**config.mk**
```make
export PLATFORM = sky130hd
export DESIGN_NAME = tax_id_mod11_check_validate_top
export DESIGN_NICKNAME = d
export VERILOG_FILES = /design/src/design/taxid_pkg.sv /design/src/design/tax_id_mod11_check_validate_top.sv /design/src/design/taxid_dd_stage.sv
export SDC_FILE = /design/constraint.sdc
export NUM_CORES = 2
export LEC_CHECK = 0
export BUFFER_PORTS_ARGS = -buffer_cell sky130_fd_sc_hd__buf_2
export CORE_MARGIN = 2
export CORE_UTILIZATION = 50
export DETAILED_ROUTE_END_ITERATION = 6
export PLACE_DENSITY_LB_ADDON = 0.05
export SYNTH_ARGS = -nofsm -noshare
export SYNTH_HDL_FRONTEND = slang
export SYNTH_SLANG_ARGS = --single-unit
```
**constraint.sdc**
```tcl
create_clock -name clk -period 14.7 [get_ports clk]
set_clock_uncertainty 0.2 [all_clocks]
set_input_delay 1.47 -clock clk [delete_from_list [all_inputs] [get_ports clk]]
set_output_delay 1.47 -clock clk [all_outputs]
set_load 0.05 [all_outputs]
```
**src/design/taxid_pkg.sv**
```systemverilog
package taxid_pkg;

  // Input identifier width and number of decimal digits kept.
  localparam int ID_W       = 47;
  localparam int NUM_DIGITS = 14;
  localparam int BCD_W      = 4 * NUM_DIGITS;

  // Weighted sums stay at or below 9 * 64 = 576.
  localparam int SUM_W = 10;

  // Remainder by 11 through a reciprocal: q = (s * 1490) >> 14 is exact for s below 577.
  localparam int CHK_MOD     = 11;
  localparam int CHK_LIMIT   = 10;
  localparam int RECIP       = 1490;
  localparam int RECIP_W     = 11;
  localparam int RECIP_SHIFT = 14;
  localparam int Q_W         = 6;

  localparam int FIRST_TERMS  = 12;
  localparam int SECOND_TERMS = 13;

  // Weights of the first check digit over digits d0..d11.
  function automatic logic [3:0] weight_first(input int k);
    logic [3:0] w;
    unique case (k)
      0, 8:    w = 4'd5;
      1, 9:    w = 4'd4;
      2, 10:   w = 4'd3;
      3, 11:   w = 4'd2;
      4:       w = 4'd9;
      5:       w = 4'd8;
      6:       w = 4'd7;
      7:       w = 4'd6;
      default: w = 4'd0;
    endcase
    return w;
  endfunction

  // Weights of the second check digit over digits d0..d12.
  function automatic logic [3:0] weight_second(input int k);
    logic [3:0] w;
    if (k == 0) begin
      w = 4'd6;
    end else begin
      w = weight_first(k - 1);
    end
    return w;
  endfunction

endpackage

```
**src/design/tax_id_mod11_check_validate_top.sv**
```systemverilog
// Channel  | Handshake            | Payload
// ---------+----------------------+------------------------------------------------
// in       | in_valid / in_ready  | in_id_number[46:0]
// out      | out_valid / out_ready| out_valid_res, out_first_check, out_second_check
//
// One request is accepted per cycle unless the output stalls with every stage full.
// The pipeline holds N_DD = ceil(47 / BITS_PER_STAGE) binary-to-BCD stages, followed
// by one stage of weighted sums, one stage of reciprocal quotient and one output stage
// for remainder and compare.
// Reset (rst_n, synchronous, active low) clears only the valid bits of every stage.
// A stall at the output holds only the stages that are full; bubbles further up keep
// moving, so requests are still taken while a finished result waits.
module tax_id_mod11_check_validate_top import taxid_pkg::*; #(
  parameter int BITS_PER_STAGE = 4
) (
  input  logic            clk,
  input  logic            rst_n,
  input  logic            in_valid,
  output logic            in_ready,
  input  logic [ID_W-1:0] in_id_number,
  output logic            out_valid,
  input  logic            out_ready,
  output logic            out_valid_res,
  output logic [3:0]      out_first_check,
  output logic [3:0]      out_second_check
);

  localparam int N_DD  = (ID_W + BITS_PER_STAGE - 1) / BITS_PER_STAGE;
  localparam int PAD_W = N_DD * BITS_PER_STAGE;
  // Stage numbers after the conversion pipeline.
  localparam int ST_SUM = N_DD;
  localparam int ST_QUO = N_DD + 1;
  localparam int ST_OUT = N_DD + 2;
  localparam int N_STG  = N_DD + 3;

  // Valid bit and load enable of every stage. A stage loads when it is empty or
  // when the stage after it loads, so bubbles collapse under a stall.
  logic [N_STG-1:0] stg_v;
  logic [N_STG-1:0] stg_en;

  always_comb begin
    stg_en[N_STG-1] = !stg_v[N_STG-1] || out_ready;
    for (int i = N_STG - 2; i >= 0; i--) begin
      stg_en[i] = !stg_v[i] || stg_en[i+1];
    end
  end

  assign in_ready = stg_en[0];

  // Binary to BCD conversion pipeline.
  logic             v_chain [N_DD+1];
  logic [BCD_W-1:0] bcd_s   [N_DD+1];
  logic [PAD_W-1:0] bits_s  [N_DD+1];

  assign v_chain[0] = in_valid;
  assign bcd_s[0]   = '0;
  assign bits_s[0]  = PAD_W'(in_id_number);

  for (genvar j = 0; j < N_DD; j++) begin : g_dd
    taxid_dd_stage #(
      .BITS_PER_STAGE (BITS_PER_STAGE),
      .PAD_W          (PAD_W)
    ) u_dd (
      .clk      (clk),
      .rst_n    (rst_n),
      .en       (stg_en[j]),
      .v_in     (v_chain[j]),
      .bcd_in   (bcd_s[j]),
      .bits_in  (bits_s[j]),
      .v_out    (v_chain[j+1]),
      .bcd_out  (bcd_s[j+1]),
      .bits_out (bits_s[j+1])
    );
    assign stg_v[j] = v_chain[j+1];
  end

  // Weighted sums. Digit d0 is the most significant digit of the BCD word.
  logic [SUM_W-1:0] s1_nxt;
  logic [SUM_W-1:0] s2_nxt;
  logic [BCD_W-1:0] bcd_done;

  assign bcd_done = bcd_s[N_DD];

  always_comb begin
    s1_nxt = '0;
    s2_nxt = '0;
    for (int k = 0; k < FIRST_TERMS; k++) begin
      s1_nxt = s1_nxt + SUM_W'(bcd_done[(NUM_DIGITS-1-k)*4 +: 4]) * SUM_W'(weight_first(k));
    end
    for (int k = 0; k < SECOND_TERMS; k++) begin
      s2_nxt = s2_nxt + SUM_W'(bcd_done[(NUM_DIGITS-1-k)*4 +: 4]) * SUM_W'(weight_second(k));
    end
  end

  logic             sum_v_r;
  logic [SUM_W-1:0] s1_r;
  logic [SUM_W-1:0] s2_r;
  logic [3:0]       d12_r;
  logic [3:0]       d13_r;

  always_ff @(posedge clk) begin
    if (!rst_n) begin
      sum_v_r <= 1'b0;
    end else if (stg_en[ST_SUM]) begin
      sum_v_r <= v_chain[N_DD];
    end
  end

  always_ff @(posedge clk) begin
    if (stg_en[ST_SUM]) begin
      s1_r  <= s1_nxt;
      s2_r  <= s2_nxt;
      d12_r <= bcd_done[7:4];
      d13_r <= bcd_done[3:0];
    end
  end

  assign stg_v[ST_SUM] = sum_v_r;

  // Quotient by 11 through a constant reciprocal.
  logic [SUM_W+RECIP_W-1:0] p1;
  logic [SUM_W+RECIP_W-1:0] p2;

  assign p1 = (SUM_W+RECIP_W)'(s1_r) * (SUM_W+RECIP_W)'(RECIP);
  assign p2 = (SUM_W+RECIP_W)'(s2_r) * (SUM_W+RECIP_W)'(RECIP);

  logic             quo_v_r;
  logic [SUM_W-1:0] qs1_r;
  logic [SUM_W-1:0] qs2_r;
  logic [Q_W-1:0]   q1_r;
  logic [Q_W-1:0]   q2_r;
  logic [3:0]       qd12_r;
  logic [3:0]       qd13_r;

  always_ff @(posedge clk) begin
    if (!rst_n) begin
      quo_v_r <= 1'b0;
    end else if (stg_en[ST_QUO]) begin
      quo_v_r <= sum_v_r;
    end
  end

  always_ff @(posedge clk) begin
    if (stg_en[ST_QUO]) begin
      qs1_r  <= s1_r;
      qs2_r  <= s2_r;
      q1_r   <= p1[RECIP_SHIFT +: Q_W];
      q2_r   <= p2[RECIP_SHIFT +: Q_W];
      qd12_r <= d12_r;
      qd13_r <= d13_r;
    end
  end

  assign stg_v[ST_QUO] = quo_v_r;

  // Remainder, check digit and compare. A value of 10 or 11 becomes 0.
  logic [SUM_W-1:0] r1_full;
  logic [SUM_W-1:0] r2_full;
  logic [3:0]       c1_raw;
  logic [3:0]       c2_raw;
  logic [3:0]       c1_nxt;
  logic [3:0]       c2_nxt;

  assign r1_full = qs1_r - SUM_W'(q1_r) * SUM_W'(CHK_MOD);
  assign r2_full = qs2_r - SUM_W'(q2_r) * SUM_W'(CHK_MOD);
  assign c1_raw  = 4'(CHK_MOD) - r1_full[3:0];
  assign c2_raw  = 4'(CHK_MOD) - r2_full[3:0];
  assign c1_nxt  = (c1_raw >= 4'(CHK_LIMIT)) ? 4'd0 : c1_raw;
  assign c2_nxt  = (c2_raw >= 4'(CHK_LIMIT)) ? 4'd0 : c2_raw;

  logic       out_v_r;
  logic       ok_r;
  logic [3:0] c1_r;
  logic [3:0] c2_r;

  always_ff @(posedge clk) begin
    if (!rst_n) begin
      out_v_r <= 1'b0;
    end else if (stg_en[ST_OUT]) begin
      out_v_r <= quo_v_r;
    end
  end

  always_ff @(posedge clk) begin
    if (stg_en[ST_OUT]) begin
      ok_r <= (c1_nxt == qd12_r) && (c2_nxt == qd13_r);
      c1_r <= c1_nxt;
      c2_r <= c2_nxt;
    end
  end

  assign stg_v[ST_OUT]    = out_v_r;
  assign out_valid        = out_v_r;
  assign out_valid_res    = ok_r;
  assign out_first_check  = c1_r;
  assign out_second_check = c2_r;

`ifndef NO_ASSERTIONS
  // An accepted request always lands in the first stage.
  a_accept_lands: assert property (@(posedge clk) disable iff (!rst_n)
    (in_valid && in_ready) |=> stg_v[0])
    else $error("accepted request did not enter the pipeline");

  // With every stage full and the output stalled, no request may be taken.
  a_full_blocks: assert property (@(posedge clk) disable iff (!rst_n)
    ((&stg_v) && !out_ready) |-> !in_ready)
    else $error("request taken while the pipeline is full and stalled");

  // Check digits delivered are always decimal digits.
  a_digits_range: assert property (@(posedge clk) disable iff (!rst_n)
    out_valid |-> (out_first_check <= 4'd9 && out_second_check <= 4'd9))
    else $error("check digit out of range");

  // Reset empties the whole pipeline.
  a_reset_empty: assert property (@(posedge clk)
    !rst_n |=> (stg_v == '0))
    else $error("pipeline not empty after reset");
`endif

endmodule

```
**src/design/taxid_dd_stage.sv**
```systemverilog
module taxid_dd_stage import taxid_pkg::*; #(
  parameter int BITS_PER_STAGE = 4,
  parameter int PAD_W          = 48
) (
  input  logic             clk,
  input  logic             rst_n,
  input  logic             en,
  input  logic             v_in,
  input  logic [BCD_W-1:0] bcd_in,
  input  logic [PAD_W-1:0] bits_in,
  output logic             v_out,
  output logic [BCD_W-1:0] bcd_out,
  output logic [PAD_W-1:0] bits_out
);

  logic             v_r;
  logic [BCD_W-1:0] bcd_r;
  logic [BCD_W-1:0] bcd_nxt;
  logic [PAD_W-1:0] bits_r;
  logic [PAD_W-1:0] bits_nxt;

  // Shift-and-add-3 conversion, BITS_PER_STAGE binary bits per stage, MSB first.
  // The carry out of the top digit is dropped, which keeps the value mod 10^14.
  always_comb begin
    bcd_nxt  = bcd_in;
    bits_nxt = bits_in;
    for (int b = 0; b < BITS_PER_STAGE; b++) begin
      for (int d = 0; d < NUM_DIGITS; d++) begin
        if (bcd_nxt[d*4 +: 4] >= 4'd5) begin
          bcd_nxt[d*4 +: 4] = bcd_nxt[d*4 +: 4] + 4'd3;
        end
      end
      bcd_nxt  = {bcd_nxt[BCD_W-2:0], bits_nxt[PAD_W-1]};
      bits_nxt = {bits_nxt[PAD_W-2:0], 1'b0};
    end
  end

  always_ff @(posedge clk) begin
    if (!rst_n) begin
      v_r <= 1'b0;
    end else if (en) begin
      v_r <= v_in;
    end
  end

  always_ff @(posedge clk) begin
    if (en) begin
      bcd_r  <= bcd_nxt;
      bits_r <= bits_nxt;
    end
  end

  assign v_out    = v_r;
  assign bcd_out  = bcd_r;
  assign bits_out = bits_r;

endmodule

```
* Word-level counts from Yosys, hierarchy flattened
Cells that the tools add are included.
** Storage, ports and cells
- Bits in registers :: 920
- Logic and storage cells :: 1797
- Output and inout bits :: 11
** Operators by class
- Reduce and logical (&&, ||, !) cells :: 31
- Equal/unequal tests :: 2
- Multiply operators :: 19
- Magnitude comparators :: 555
- $add $sub $neg :: 580
- Muxes and demuxes :: 555
** Operators with widths (number)
- 4-bit by 3-bit greater-or-equal comparator with 1-bit output, second input constant :: 539
- 4-bit two-way mux :: 519
- 4-bit by 2-bit adder with 4-bit output, second input constant :: 507
- 3-bit by 2-bit adder with 3-bit output, second input constant :: 32
- 3-bit two-way mux :: 32
- 10-bit by 7-bit adder with 10-bit output :: 8
- 4-bit by 2-bit multiplier with 6-bit output, second input constant :: 7
- 4-bit by 3-bit multiplier with 7-bit output, second input constant :: 6
- 10-bit by 6-bit adder with 10-bit output :: 4
- 10-bit by 10-bit multiplier with 19-bit output, second input constant :: 2
- 1-bit by 2-bit adder with 3-bit output, second input constant :: 11
- 1-bit by 3-bit greater-or-equal comparator with 1-bit output, second input constant :: 11
- 10-bit by 5-bit adder with 10-bit output :: 3
- 10-bit by 8-bit adder with 10-bit output :: 2
- 8-bit by 6-bit adder with 9-bit output :: 2
- 4-bit by 4-bit multiplier with 8-bit output, second input constant :: 2
- 1-bit zero test :: 15
- 1-bit logical OR :: 15
- 6-bit by 4-bit multiplier with 4-bit output, second input constant :: 2
- 9-bit by 5-bit adder with 10-bit output :: 1
- 9-bit by 6-bit adder with 10-bit output :: 1
- 1-bit by 2-bit adder with 3-bit output, both inputs constant :: 3
- 1-bit by 3-bit greater-or-equal comparator with 1-bit output, both inputs constant :: 3
- 7-bit by 6-bit adder with 8-bit output :: 1
- 7 further kinds :: 14

* Logic depth before layout (Yosys ltp)
- Word-level depth :: 16
- Gate-level depth with buffers :: 24

* Cells and area by module
From an unflattened synthesis, not the netlist that was laid out.
** Unflattened totals
- Cell total of the unflattened synthesis :: 14466
- Area total of the unflattened synthesis :: 126611.4 um^2
** Modules (own cells, without submodules)
- taxid_dd_stage :: area an instance 9625.5 um^2, cells each 1121, seq. area each 3022.9 um^2, instances 12
- tax_id_mod11_check_validate_top :: area an instance 11105.7 um^2, cells each 1014, seq. area each 1891.8 um^2, instances 1

* Least setup slack after synthesis
Ideal clock, no wire load.
- Path type :: register to register
- From :: register g_dd[11].u_dd.bcd_r[21]
- To :: register s2_r[9], data pin
- Required time :: 14.240 ns
- Path slack :: 8.332 ns
- Cell stages (with the launch flop) :: 22
- Path buffers :: 0
- Data arrival time :: 5.909 ns
- Cells stage by stage :: edfxtp_1 -> ha_1 -> fa_1 -> xor2_1 -> fa_1 -> inv_1 -> fa_1 -> inv_1 -> fa_1 -> fa_1 -> inv_1 -> fa_1 -> fa_1 -> fa_1 -> inv_1 -> fa_1 -> inv_1 -> a21o_1 -> a21oi_1 -> o21bai_1 -> a21oi_1 -> xnor2_1
** Between the ends
- Longest elaborated chain between the ends :: 6
** RTL lines
- start: declaration :: line taxid_dd_stage.sv:17 : logic [BCD_W-1:0] bcd_r;
- start signal: assignment :: line taxid_dd_stage.sv:48 : bcd_r <= bcd_nxt;
- 4-bit by 2-bit multiplier with 6-bit output :: line tax_id_mod11_check_validate_top.sv:91 : s2_nxt = s2_nxt + SUM_W'(bcd_done[(NUM_DIGITS-1-k)*4 +: 4]) * SUM_W'(weight_second(k));
- 10-bit by 7-bit adder with 10-bit output (2 in a row) :: line tax_id_mod11_check_validate_top.sv:91
- 10-bit by 6-bit adder with 10-bit output (2 in a row) :: line tax_id_mod11_check_validate_top.sv:91
- 10-bit by 5-bit adder with 10-bit output :: line tax_id_mod11_check_validate_top.sv:91
- named net s2_nxt[9] :: line tax_id_mod11_check_validate_top.sv:79 : logic [SUM_W-1:0] s2_nxt;
- end signal: assignment :: line tax_id_mod11_check_validate_top.sv:112 : s2_r <= s2_nxt;
- end: declaration :: line tax_id_mod11_check_validate_top.sv:97 : logic [SUM_W-1:0] s2_r;
The timed path passes the listed nets, and every way through them passes these cells.
A chain may end at the register's enable or synchronous reset.

* Final worst setup path
- From :: register g_dd[11].u_dd.bcd_r[20]
- To :: register s2_r[9], data pin
Same word-level chain as after synthesis.

==> results.yml <==
logic_synthesis:
  synth_seq_area_share_pct: 31.3
  syn_avg_cell_area_um2: 9.94
  yosysWarnings: 0
  synthCells: 6949
  ys_ff_latch: 725
  synthFlopType: "edfxtp_1"
  synth_cell_types: 109
  synth_area_um2: 69100
  synthArstFlopShare_pct: 0
  synth_edf_count: 710
  syn_nets: 8104
timing:
  finalSetupTns_ns: 0
  worst_slack_ns: 8.08
  slew_violations: 0
  finalCritPeriodShare_pct: 45.0
  worst_pin_slew_ns: 1.08
  setup_viol: 0
  rsz0062_at_grt: "false"
  fmax_ghz: 0.151
  maxSlewHeadroom_pct: 27.8
  finalCriticalPeriod_ns: 6.62
  final-hold-violation-count: 0
floorplan:
  io_pins: 62
  coreArea_um2: 137000
  row_count: 136
  die_h_um: 376
  floorplan.initialDensity_pct: 50.3
  die_area_um2: 141000
  die_width_um: 376
clocking:
  ctsResizeCount: 0
  ctsLongestPathBuffers: 3
  cts_max_level: 3
  clock_latency_ns: 0.73
  cts_buffers: 89
  post-cts-setup-buffer-count: 0
  clkTransAtPathRegs_ns: 0.06
  cts-hold-fix-buffers: 0
  clock_sinks: 725
  cts_tree: "yes"
  cts-root-buf: "clkbuf_16"
job:
  drv_cap: 0
drt:
  drc: 0
  dr.pass1.iters: 5
  wl_per_cell_um: 13.7
  num_vias: 47000
  routed_wl_um: 122000
  wl_met1_um: 55900
  highest_layer: "met4"
  via_per_inst: 5.25
  met3_wirelength_um: 2630
  ant_nets: 0
  drt_iter0_markers: 1800
  dr_wl_met2_um: 61000
critical_path:
  worstPathRequired_ns: 14.94
  crit_type: "reg2reg"
  arrival_ns: 6.86
  endpoint_kind: "flop"
  critPathLaunch: "g_dd[11].u_dd.bcd_out[20]"
  r2r_start: "g_dd[11].u_dd.bcd_out[20]"
  start_kind: "flop"
  path_max_fanout: 4
final_layout:
  nets: 8226
  final_cells: 8937
  area_delta_synth_final_pct: 8.12
  layout-drive-gt1-share_pct: 9.09
placed_design:
  place_inst: 8774
  portBuffers: 61
  dp_hpwl_um: 98700
  pre_cts_ws_ns: 8.06
  gp_congestion: 0.838
hold_path:
  hp-class: "reg2reg"
  holdCritStartpoint: "g_dd[1].u_dd.bits_out[18]"
global_route:
  first_global_vias: 46200
  antenna_found_initial: 1
  grt_overflow: 0
  track_usage_pct: 17.5
  grt_max_degree: 61
  grt_pass1_wl_um: 211000
outcome:
  status: "finished clean"
[cells in the final DEF, fill, tap and decap left out, drive strengths merged, types with 56 or more instances in the layout]
master,synthesis,layout
mux2,186,186
nand2,355,355
and2,62,62
nor2,386,386
clkbuf,25,97
fa,181,181
a21oi,258,258
o21ai,399,399
buf,17,73
mux2i,378,378
ha,923,923
nor2b,208,208
a21o,104,104
inv,1095,1098
a31oi,61,61
xnor2,267,267
a211oi,94,94
edfxtp,710,710
a2bb2oi,56,56
o21bai,77,77
and2b,60,60
nor3b,60,60
nor3,121,121
xor2,77,77
nand2b,231,231
o31ai,77,77
[stage by stage]
step	hold slack (ns)	util [%]	cell area, um^2
after floorplan	0.200	-	69100
after global placement	0.201	52.1	71500
after detailed placement	0.205	52.1	71500
after CTS	0.213	54.4	74700
after global routing	0.218	54.4	74700
final	0.209	54.4	74700
[per-layer routing]
metal  vias up  global-route usage, %
met3       150                   2.30
met5         -                      0
met4         0                   4.58
met2       294                   32.3
li1      24600                      -
met1     21900                   21.4
[worst paths after layout]
check	end	slack, ns	cells past startpoint
setup reg to reg	s2_r[9]	8.08	21
setup / recovery	s2_r[9]	8.08	21
hold / removal	g_dd[2].u_dd.bits_out[22]	0.21	0
hold reg to reg	g_dd[2].u_dd.bits_out[22]	0.21	0
[layout make-up]
type	instances	area [um^2]
Antenna cell	1	2.50
Clock buffer	97	2280
Clock inverter	65	871
Fill cell	12200	62600
Inverter	1095	4110
Multi-Input combinational cell	5087	43200
Sequential cell	725	21600
Tap cell	1794	2240
Timing Repair Buffer	73	395
[flip-flops by register name, indices dropped and copies added (netlist names), 10 cells and up]
register	cells
g_dd.u_dd.bits_out	264
g_dd.u_dd.bcd_out	385
g_dd.u_dd.v_out	12
s2_r	10
s1_r	10
[critical path, stage by stage, from the launching register on]
cell and delay (ns):
edfxtp_1 0.49, ha_1 0.28, fa_1 0.40, xor2_1 0.17
fa_1 0.48, inv_1 0.05, fa_1 0.53, inv_1 0.05
fa_1 0.46, fa_1 0.52, inv_1 0.05, fa_1 0.47
fa_1 0.52, fa_1 0.58, inv_1 0.07, fa_1 0.45
inv_1 0.07, a21o_1 0.11, a21oi_1 0.08, o21bai_1 0.13
a21oi_1 0.09, xnor2_1 0.12
[Yosys cell counts, drive strengths merged, types with 94 or more instances]
cell / instances / area, um^2
fa: 181 / 3620
nor3: 121 / 626
inv: 1095 / 4110
a211oi: 94 / 858
o21ai: 399 / 2200
mux2i: 378 / 3890
mux2: 186 / 2150
nor2b: 208 / 1300
a21o: 104 / 781
nor2: 386 / 1450
a21oi: 258 / 1360
ha: 923 / 11500
nand2: 355 / 1340
nand2b: 231 / 1450
xnor2: 267 / 2360
edfxtp: 710 / 21300
[cells by family after synthesis]
family / Yosys count / share of synthesized area, %
mux: 564 / 8.75
buf+inv: 1137 / 6.24
fa+ha+maj: 1104 / 22.0
flops: 725 / 31.3
simple gates: 1621 / 12.3
compound gates: 1454 / 15.0
xor+xnor: 344 / 4.39
Power is left out: the tool's default activity adds up to more than one toggle a clock period on the data nets, which glitch-free logic cannot reach.
